`src/rtl/core/celg_pkg.sv`:
```
// Shared constants, types and elaboration-time log table math for the cross-entropy block.
package celg_pkg;

  localparam int unsigned LOG_TABLE_ENTRIES_DEF = 256;
  localparam int unsigned P_W = 16;
  localparam int unsigned Q_W = 32;
  localparam int unsigned LG_W = 20;
  localparam int unsigned LN_W = 16;
  localparam int unsigned FRAC_W = 15;
  localparam int unsigned DIV_STEPS = 32;
  localparam int unsigned CNT_W = 5;
  localparam logic [P_W-1:0] ONE_Q15 = 16'h8000;

  typedef struct packed {
    logic load;
    logic step;
  } celg_div_ctrl_t;

  function automatic logic [63:0] udiv64(input logic [63:0] num, input logic [63:0] den);
    logic [64:0] r;
    logic [63:0] q;
    r = '0;
    q = num;
    for (int b = 0; b < 64; b++) begin
      r = {r[63:0], q[63]};
      q = {q[62:0], 1'b0};
      if (r >= {1'b0, den}) begin
        r = r - {1'b0, den};
        q[0] = 1'b1;
      end
    end
    return q;
  endfunction

  // ln(1 + i/n) in Q16 via 2*atanh(i/(2n+i)), series in Q32, round half up.
  function automatic logic [LN_W-1:0] ln_entry(input int unsigned i, input int unsigned n);
    logic [63:0] den;
    logic [63:0] z;
    logic [63:0] z2;
    logic [63:0] term;
    logic [63:0] sum;
    logic [63:0] res;
    den = 64'(2 * n + i);
    z = udiv64(64'(i) << 32, den);
    z2 = (z * z) >> 32;
    term = z;
    sum = '0;
    for (int k = 0; k < 20; k++) begin
      sum = sum + udiv64(term, 64'(2 * k + 1));
      term = (term * z2) >> 32;
    end
    res = (2 * sum + 64'd32768) >> 16;
    return res[LN_W-1:0];
  endfunction

endpackage

```
`src/rtl/core/celg_div.sv`:
```
// Radix-2 restoring divider, one quotient bit per step.
module celg_div (
  input  logic                                clk,
  input  celg_pkg::celg_div_ctrl_t            ctrl,
  input  logic [celg_pkg::Q_W-1:0]            num,
  input  logic [celg_pkg::P_W-1:0]            den,
  output logic [celg_pkg::Q_W-1:0]            quo
);

  logic [celg_pkg::P_W-1:0] rem;
  logic [celg_pkg::P_W-1:0] dv;
  logic [celg_pkg::P_W:0]   trial;
  logic                     fits;

  assign trial = {rem, quo[celg_pkg::Q_W-1]};
  assign fits  = trial >= {1'b0, dv};

  always_ff @(posedge clk) begin
    if (ctrl.load) begin
      rem <= '0;
      quo <= num;
      dv  <= den;
    end else if (ctrl.step) begin
      rem <= fits ? celg_pkg::P_W'(trial - {1'b0, dv}) : trial[celg_pkg::P_W-1:0];
      quo <= {quo[celg_pkg::Q_W-2:0], fits};
    end
  end

endmodule

```
`config.mk`:
```
export PLATFORM = sky130hd
export DESIGN_NAME = celg_div
export DESIGN_NICKNAME = d
export VERILOG_FILES = /design/src/rtl/core/celg_pkg.sv /design/src/rtl/core/celg_div.sv
export SDC_FILE = /design/constraint.sdc
export NUM_CORES = 1
export LEC_CHECK = 0
export BUFFER_PORTS_ARGS = -buffer_cell sky130_fd_sc_hd__buf_2
export CORE_MARGIN = 2
export CORE_UTILIZATION = 54
export CTS_CLUSTER_SIZE = 8
export DETAILED_ROUTE_END_ITERATION = 12
export PLACE_DENSITY = 0.85
export SYNTH_ARGS = -nofsm -noshare
export SYNTH_HDL_FRONTEND = slang
export SYNTH_SLANG_ARGS = --single-unit
```
`constraint.sdc`:
```
create_clock -name clk -period 3.15 [get_ports clk]
set_clock_uncertainty 0.15 [all_clocks]
set_input_delay 0.7875 -clock clk [delete_from_list [all_inputs] [get_ports clk]]
set_output_delay 0.7875 -clock clk [all_outputs]
set_load 0.005 [all_outputs]
```
==> results.py, run 1 <==
metrics = {
    "job": {
        "max_cap_viol_count": 0,
    },
    "sta": {
        "rsz0062_at_grt": "false",
        "relSlewSlack_pct": 62.6,
        "tightest_slew_ns": 0.561,
        "final.min_clock_period_ns": 2.79,
        "timing.final.crit_share_pct": 88.4,
        "final.setup.tns_ns": 0,
        "whs_ns": 0.335,
        "slew_violations": 0,
        "max_clock_freq_mhz": 359,
        "hold_viol": 0,
        "setup_slack_ns": 0.365,
        "final-setup-viol-count": 0,
    },
    "pwr": {
        "swShare_pct": 28.7,
        "p_leak_nw": 1.86,
        "pwr-share-comb_pct": 20.7,
        "power_frac_seq_pct": 46.7,
        "power.density_nw_per_um2": 530,
        "fin_total_pwr_w": 0.00223,
        "power_frac_clock_pct": 32.7,
        "switching_power_w": 0.000639,
        "intPower_w": 0.00159,
        "ir_drop_mv": 0.455,
    },
    "clocking": {
        "h-tree-depth": 3,
        "insertion_delay_ns": 0.35,
        "ctsHoldBuffers": 0,
        "cts_tree": "built",
        "post_cts_buffers": 0,
        "cts_resized": 0,
        "clk_pin_slew_ns": 0.08,
        "cts_root_buffer": "clkbuf_8",
        "cts.sinks": 64,
        "cts_buffers": 9,
        "cts_buffer_depth": 2,
    },
    "status": {
        "status": "completed",
    },
    "layout": {
        "num_antenna_cells": 0,
        "syn_to_final_growth_pct": 20.1,
        "ff_latch_area_um2": 1760,
        "nNetsFinal": 461,
        "multi_input_area_um2": 1600,
        "utilization_pct": 66.5,
        "drive_above_1_share_pct": 35.7,
        "nFillCells": 463,
    },
    "synth": {
        "yosysSeqAreaShare_pct": 50.4,
        "synth_largest_area_cell": "edfxtp_1",
        "synth_edf_count": 48,
        "synth_area_um2": 3500,
        "syn_nets": 374,
        "synth_warnings": 0,
        "yosys-top-cells-area": "edfxtp_1 41%, mux2_2 10%, dfxtp_1 9.2%",
        "async_flop_share_pct": 0,
        "synth_cell_types": 53,
        "yosys_most_used_dff": "edfxtp_1",
        "synth_top_area_share_pct": 41.2,
        "synth_cells": 306,
        "avgSynthCellArea_um2": 11.4,
        "yosys_register_bits": 64,
    },
    "critical_path": {
        "slowest_stage": "a41o_1",
        "worst_setup_path_start_kind": "flip-flop",
        "crit_path_frequent_cell": "a211oi_1",
        "critical_path_required_ns": 3.25,
        "r2r_setup_slack_ns": 0.36,
        "critPathArrivalTime_ns": 2.89,
        "reg2regPathDepth": 9,
        "setup.worst_path.class": "reg2reg",
        "slowest_delay_ns": 0.43,
        "crit_fanout": 12,
        "crit_path_cell_trace": "inv_1, ha_1, a21o_1, a211oi_1, a21boi_1, a41o_1, buf_4, mux2i_1, a211oi_1",
        "crit_path_end_kind": "flip-flop",
    },
    "die": {
        "rows": 29,
        "die-area_um2": 7140,
        "core_area_um2": 6310,
        "die_x_um": 84.5,
        "pin_count": 83,
        "start_util_pct": 55.4,
        "fp.dieH_um": 84.5,
    },
    "global_route": {
        "grt.overflow.total": 0,
        "antenna_found_initial": 0,
        "grt_max_degree": 31,
        "track_usage_pct": 21.3,
        "grt_pass1_vias": 2726,
        "grt_first_pass_wirelength_um": 12100,
    },
    "detailed_routing": {
        "viasPerCell": 5.67,
        "wl_per_cell_um": 15.7,
        "vias": 2693,
        "drcViolationCount": 0,
        "drtAntennaViolNets": 0,
        "wl_um": 7440,
        "dr.pass1.iters": 4,
        "first_iter_violations": 167,
    },
    "placement": {
        "numPortBuffers": 82,
        "dp_worst_setup_slack_ns": 0.370,
        "dpl.hpwl_um": 5550,
        "gp_congestion": 0.866,
    },
    "hold_path": {
        "hold_path.class": "reg2reg",
        "hold_depth": 2,
    },
}
## logic make-up (layout without fill, tap and decap cells)
logic type | Yosys count | after routing | synth area share, %
xor gates and xnor gates | 8 | 8 | 2.00
buffers and inverters | 33 | 125 | 3.90
adders and majority gates | 17 | 17 | 6.30
AOI/OAI and AO/OA | 73 | 73 | 14.4
DFF | 64 | 64 | 50.4
muxes | 42 | 42 | 13.2
and+or+nand+nor | 69 | 69 | 9.88
## layer usage
layer  track usage, %  vias up  share of wire (%)
li1                 -     1315                  -
met3             6.00       11                5.8
met4             7.50        0                1.4
met1             26.3     1279                 43
met2             36.2       88                 50
met5                0        -                  0
## final cells by class
type,instances,area share (%)
timing repair buffer,87,11.0
multi-input combinational,209,38.1
tap,77,2.29
clock inverter,7,1.85
sequential,64,41.9
clock buffer,9,2.95
inverter,22,1.97
## through the flow
stage,cells,area (um^2)
2_1_floorplan,306,3500
3_3_place_gp,459,4000
3_5_place_dp,459,4000
4_1_cts,475,4200
5_1_grt,475,4200
6_report,475,4200
## registers in the layout, summed over array words and instances (netlist names)
name	count
dv	16
quo	32
rem	16
## worst max-delay path: cells and delay by family, from the launching register on
kind / cells / cell delay [ns]
AOI/OAI and AO/OA: 5 / 1.43
DFF: 1 / 0.34
adders and majority gates: 1 / 0.34
buffers and inverters: 2 / 0.33
muxes: 1 / 0.10
## cells in the final DEF (no fill, tap or decap), types with 3 or more instances in the layout
cell,count
a211oi_1,11
a21o_1,7
a21oi_1,14
buf_2,82
buf_4,4
clkbuf_8,9
dfxtp_1,16
edfxtp_1,48
ha_1,16
inv_1,22
inv_6,3
mux2_2,32
mux2i_1,10
nand2_1,14
nand2b_1,9
nand3_1,5
nor2_1,25
nor3_1,3
o211ai_1,4
o21ai_0,14
xnor2_1,7
## path summary, 6_finish.rpt
kind,startpoint,end
worst min-delay path,rem[4],rem[4]
worst max register to register,dv[14],rem[10]
worst min register to register,rem[4],rem[4]
worst max-delay path,dv[14],rem[10]
## synth_stat cells, drive strengths merged (8+ instances only)
master / n
edfxtp: 48
mux2: 32
nor2: 25
inv: 22
dfxtp: 16
ha: 16
nand2: 16
a21oi: 15
o21ai: 15
a211oi: 11
mux2i: 10
nand2b: 9
clkbuf: 8
## power groups by stage
stage / combinational [W] / clock (W) / sequential, W
2_1_floorplan: 0.000311 / 0 / 0.00105
3_3_place_gp: 0.000443 / 0 / 0.00105
3_5_place_dp: 0.000458 / 0 / 0.00106
4_1_cts: 0.000460 / 0.000738 / 0.00104
5_1_grt: 0.000508 / 0.000774 / 0.00105
6_report: 0.000460 / 0.000728 / 0.00104
(Power assumes the default switching activity.)
==> run 2, diff against run 1 <==
--- a/config.mk
+++ b/config.mk
@@ -10,6 +10,7 @@
 export CORE_UTILIZATION = 54
 export CTS_CLUSTER_SIZE = 8
 export DETAILED_ROUTE_END_ITERATION = 12
+export MAX_ROUTING_LAYER = met4
 export PLACE_DENSITY = 0.85
 export SYNTH_ARGS = -nofsm -noshare
 export SYNTH_HDL_FRONTEND = slang
==> run 2 against run 1 <==
  * Core utilization stayed put
  * Cell count stayed put
  * Largest cell class unchanged
  * Routed wire length is 0.28% higher
  * Critical endpoint is now rem[9]
  * Highest routed layer unchanged
  * Critical path depth stayed put
==> results.py, run 2 (synthesis gave the netlist of run 1 again) <==
metrics = {
    "die": {
        "core_area_um2": 6310,
        "pin_count": 83,
        "start_util_pct": 55.4,
        "die-area_um2": 7140,
        "die_x_um": 84.5,
        "rows": 29,
        "fp.dieH_um": 84.5,
    },
    "global_route": {
        "top_usage_layer": "met2",
        "grt.overflow.total": 0,
        "track_usage_pct": 22.0,
        "gr-usage-met1_pct": 27.1,
        "use_met2_pct": 36.4,
        "grt_pass1_vias": 2729,
        "grt_first_pass_wirelength_um": 12100,
        "grt_max_degree": 31,
        "antenna_found_initial": 0,
        "met3_usage_pct": 4.62,
    },
    "detailed_routing": {
        "wl_per_cell_um": 15.7,
        "viasPerCell": 5.66,
        "vias": 2688,
        "wl_um": 7460,
        "first_iter_violations": 170,
        "drtAntennaViolNets": 0,
        "dr.pass1.iters": 5,
        "drcViolationCount": 0,
    },
    "critical_path": {
        "critPathBufInv": 2,
        "slowest_delay_ns": 0.44,
        "critical-path-top-delay-family": "compound AO/OA/AOI/OAI gates",
        "crit_fanout": 12,
        "crit_path_cell_trace": "inv_1, ha_1, a21o_1, a211oi_1, a21boi_1, a41o_1, buf_4, mux2i_1, o21ai_0",
        "reg2regPathDepth": 9,
        "timing.rr.end": "rem[9]",
        "crit_path_end_kind": "flip-flop",
        "worst_setup_path_start_kind": "flip-flop",
        "slowest_stage": "a41o_1",
        "r2r_setup_slack_ns": 0.36,
        "cp.depth": 9,
        "critPathArrivalTime_ns": 2.86,
        "regToRegStartpoint": "dv[14]",
        "critical_path_required_ns": 3.22,
        "setup.worst_path.class": "reg2reg",
    },
    "placement": {
        "dpl.hpwl_um": 5550,
        "gp_congestion": 0.880,
        "numPortBuffers": 82,
    },
    "clocking": {
        "clk_pin_slew_ns": 0.07,
        "cts_buffer_depth": 2,
        "post_cts_buffers": 0,
        "cts.sinks": 64,
        "h-tree-depth": 3,
        "ctsHoldBuffers": 0,
        "cts_resized": 0,
        "insertion_delay_ns": 0.35,
        "cts_buffers": 9,
        "cts_tree": "built",
        "cts_root_buffer": "clkbuf_8",
    },
    "layout": {
        "num_antenna_cells": 0,
        "nNetsFinal": 461,
        "largest_reg_flops": 32,
        "final_cell_mix": "82 x buf_2, 48 x edfxtp_1, 32 x mux2_2, 25 x nor2_1, 22 x inv_1",
        "reg_top3": "quo (32), dv (16), rem (16)",
        "drive_above_1_share_pct": 35.7,
        "utilization_pct": 66.5,
        "final_common_cell": "buf_2",
        "regMostFlops": "quo",
        "syn_to_final_growth_pct": 20.1,
    },
    "status": {
        "status": "completed",
    },
    "sta": {
        "final.setup.tns_ns": 0,
        "final-setup-viol-count": 0,
        "hold_viol": 0,
        "whs_ns": 0.335,
        "slew_violations": 0,
        "max_clock_freq_mhz": 359,
        "timing.final.crit_share_pct": 88.5,
        "tightest_slew_ns": 0.577,
        "final.min_clock_period_ns": 2.79,
        "rsz0062_at_grt": "false",
        "relSlewSlack_pct": 61.5,
    },
    "job": {
        "max_cap_viol_count": 0,
    },
    "hold_path": {
        "hold_path.class": "reg2reg",
        "min_to": "rem[4]",
        "worst_hold_startpoint": "rem[4]",
        "hold_depth": 2,
    },
    "pwr": {
        "power.density_nw_per_um2": 530,
        "ir_drop_mv": 0.455,
        "fin_total_pwr_w": 0.00223,
        "p_leak_nw": 1.86,
    },
}
[run 2: routing by layer]
metal | vias up | routed length [um] | share of wire [%]
li1 | 1313 | - | -
met5 | - | 0 | 0
met4 | 0 | 101 | 1.4
met1 | 1277 | 3310 | 44
met3 | 11 | 360 | 4.8
met2 | 87 | 3690 | 49
[run 2: through the flow]
stage / setup WS (ns) / area, um^2 / std cells
floorplan: 0.739 / 3500 / 306
global placement: 0.456 / 4000 / 459
global route: 0.130 / 4200 / 475
finish: 0.362 / 4200 / 475
detailed placement: 0.370 / 4000 / 459
CTS: 0.323 / 4200 / 475
[run 2: worst max path at each step]
stage,slack (ns),start,to
floorplan,0.74,quo[31],rem[12]
global placement,0.46,dv[14],rem[9]
detailed placement,0.37,dv[14],rem[10]
CTS,0.32,dv[14],rem[10]
global route,0.13,rem[12],rem[9]
finish,0.36,dv[14],rem[9]
[run 2: layout make-up]
type                    instances  area (um^2)
fillers                       463         2110
well taps                      77         96.3
multi-input cells             209         1600
clock inverters                 7         77.6
repair buffers                 87          460
flip-flops and latches         64         1760
clock buffers                   9          124
inverters                      22         82.6
[run 2: tightest hold or removal path, stage by stage (launching register included)]
cell and delay [ns]:
dfxtp_1 0.33, nand2_1 0.05, o21ai_0 0.06
[run 2: power breakdown]
group          internal [W]  switching, W  total [W]
Sequential         0.000997     0.0000431    0.00104
Clock              0.000373      0.000353   0.000727
Combinational      0.000219      0.000242   0.000461
Total               0.00159      0.000639    0.00223
==> run 3, diff against run 2 <==
--- a/config.mk
+++ b/config.mk
@@ -6,12 +6,14 @@
 export NUM_CORES = 1
 export LEC_CHECK = 0
 export BUFFER_PORTS_ARGS = -buffer_cell sky130_fd_sc_hd__buf_2
-export CORE_MARGIN = 2
+export CORE_MARGIN = 4
 export CORE_UTILIZATION = 54
 export CTS_CLUSTER_SIZE = 8
 export DETAILED_ROUTE_END_ITERATION = 12
+export GPL_TIMING_DRIVEN = 0
 export MAX_ROUTING_LAYER = met4
 export PLACE_DENSITY = 0.85
+export SETUP_SLACK_MARGIN = 0.05
 export SYNTH_ARGS = -nofsm -noshare
 export SYNTH_HDL_FRONTEND = slang
 export SYNTH_SLANG_ARGS = --single-unit
==> run 3 against run 2 <==
  * Via count increased by 3.3%
  * Cell area increased by 0.83%
  * Core utilization increased by 0.55 points
  * Worst hold slack improved by 0.0020 ns
  * Non-clock buffer count increased by 6
  * Register-to-register slack got worse by 0.05 ns
  * Critical endpoint is now rem[12]
  * Maximum frequency decreased by 1.7%
==> results.py, run 3 (synthesis gave the netlist of run 1 again) <==
metrics = {
    "status": {
        "status": "completed",
    },
    "detailed_routing": {
        "wl_per_cell_um": 17.0,
        "vias": 2778,
        "drtAntennaViolNets": 0,
        "first_iter_violations": 285,
        "dr.pass1.iters": 5,
        "viasPerCell": 5.76,
        "drcViolationCount": 0,
        "wl_um": 8180,
    },
    "sta": {
        "final.setup.tns_ns": 0,
        "timing.final.crit_share_pct": 90.0,
        "slew_violations": 0,
        "hold_viol": 0,
        "tightest_slew_ns": 0.610,
        "rsz0062_at_grt": "false",
        "relSlewSlack_pct": 59.3,
        "final-setup-viol-count": 0,
        "max_clock_freq_mhz": 353,
        "final.min_clock_period_ns": 2.84,
    },
    "placement": {
        "dpl_cell_area_um2": 4000,
        "dpl.hpwl_um": 5980,
        "gp_congestion": 0.917,
        "numPortBuffers": 82,
    },
    "die": {
        "fp.dieH_um": 88.5,
        "rows": 29,
        "die-area_um2": 7830,
        "start_util_pct": 55.4,
        "die_x_um": 88.5,
        "pin_count": 83,
        "core_area_um2": 6310,
    },
    "layout": {
        "num_antenna_cells": 0,
        "drive_above_1_share_pct": 35.3,
        "largest_reg_flops": 32,
        "final_common_cell": "buf_2",
        "utilization_pct": 67.1,
        "syn_to_final_growth_pct": 21.1,
        "fin_area_um2": 4240,
        "reg_top3": "quo (32), dv (16), rem (16)",
        "regMostFlops": "quo",
        "nNetsFinal": 468,
        "final_cell_mix": "83 x buf_2, 48 x edfxtp_1, 32 x mux2_2, 24 x nor2_1, 21 x inv_1",
    },
    "critical_path": {
        "crit_fanout": 5,
        "critPathArrivalTime_ns": 2.90,
        "crit_path_end_kind": "flip-flop",
        "setup.worst_path.class": "reg2reg",
        "critical_path_required_ns": 3.21,
        "worst_setup_path_start_kind": "flip-flop",
    },
    "clocking": {
        "cts_buffer_depth": 2,
        "cts.sinks": 64,
        "insertion_delay_ns": 0.34,
        "cts_buffers": 9,
        "ctsHoldBuffers": 0,
        "cts_root_buffer": "clkbuf_8",
        "post_cts_buffers": 0,
        "cts_tree": "built",
        "clk_pin_slew_ns": 0.07,
        "cts_resized": 0,
        "h-tree-depth": 3,
    },
    "global_route": {
        "grt.overflow.total": 0,
        "grt_max_degree": 33,
        "grt_first_pass_wirelength_um": 13000,
        "antenna_found_initial": 0,
        "grt_pass1_vias": 2754,
        "track_usage_pct": 22.7,
    },
    "pwr": {
        "power.density_nw_per_um2": 542,
        "p_leak_nw": 1.86,
        "fin_total_pwr_w": 0.00230,
        "ir_drop_mv": 0.410,
    },
    "job": {
        "max_cap_viol_count": 0,
    },
    "hold_path": {
        "hold_path.class": "reg2reg",
    },
}
-- run 3: changes by cell type in the layout (fill, tap and decap cells not counted) --
cell / previous run / this run
clkbuf_1: 0 / 8
buf_4: 4 / 1
clkinvlp_4: 1 / 3
inv_6: 3 / 1
buf_12: 1 / 0
buf_2: 82 / 83
buf_6: 0 / 1
bufinv_16: 1 / 2
clkinv_2: 1 / 2
inv_1: 22 / 21
nor2_1: 25 / 24
nor2_2: 0 / 1
-- run 3: metal layers --
metal  up-vias  GRT usage [%]  wire length, um
li1       1337              -                -
met1      1328           29.5             3460
met2       101           35.4             4120
met3        12           3.63              493
met4         0           9.62              113
met5         -              -                0
-- run 3: cell type report --
| class | count | area [um^2] |
|---|---|---|
| plain buffers | 11 | 53.8 |
| repair inverters | 1 | 7.51 |
| multi-input cells | 209 | 1600 |
| clock buffers | 9 | 124 |
| fillers | 477 | 2080 |
| repair buffers | 82 | 410 |
| well taps | 77 | 96.3 |
| inverters | 22 | 86.3 |
| clock inverters | 7 | 95.1 |
| flip-flops and latches | 64 | 1760 |
-- run 3: path summary, 6_finish.rpt --
kind	start	to	slack, ns	cells after the start
hold reg to reg	rem[1]	rem[1]	0.34	2
hold / removal	rem[1]	rem[1]	0.34	2
setup reg to reg	quo[31]	rem[12]	0.31	9
setup / recovery	quo[31]	rem[12]	0.31	9
-- run 3: worst max-delay path, stage by stage (launching register included) --
cell and delay (ns):
edfxtp_1 0.39, inv_1 0.06, ha_1 0.22, fa_1 0.42
nand2b_1 0.19, a21oi_1 0.32, o21ai_0 0.19, and4_1 0.22
a2111oi_0 0.44, a21oi_1 0.13
-- run 3: per-stage QoR --
stage / worst slack, ns / hold WS [ns] / cells
6_report: 0.314 / 0.337 / 482
4_1_cts: 0.150 / 0.334 / 481
3_3_place_gp: -0.137 / 0.308 / 465
3_5_place_dp: -0.187 / 0.324 / 465
5_1_grt: 0.120 / 0.367 / 482
2_1_floorplan: 0.739 / 0.292 / 306
-- run 3: power by group --
group	internal, W	total [W]	switching, W
Sequential	0.000997	0.00104	0.0000430
Combinational	0.000219	0.000472	0.000252
Clock	0.000447	0.000784	0.000337
Total	0.00166	0.00230	0.000633
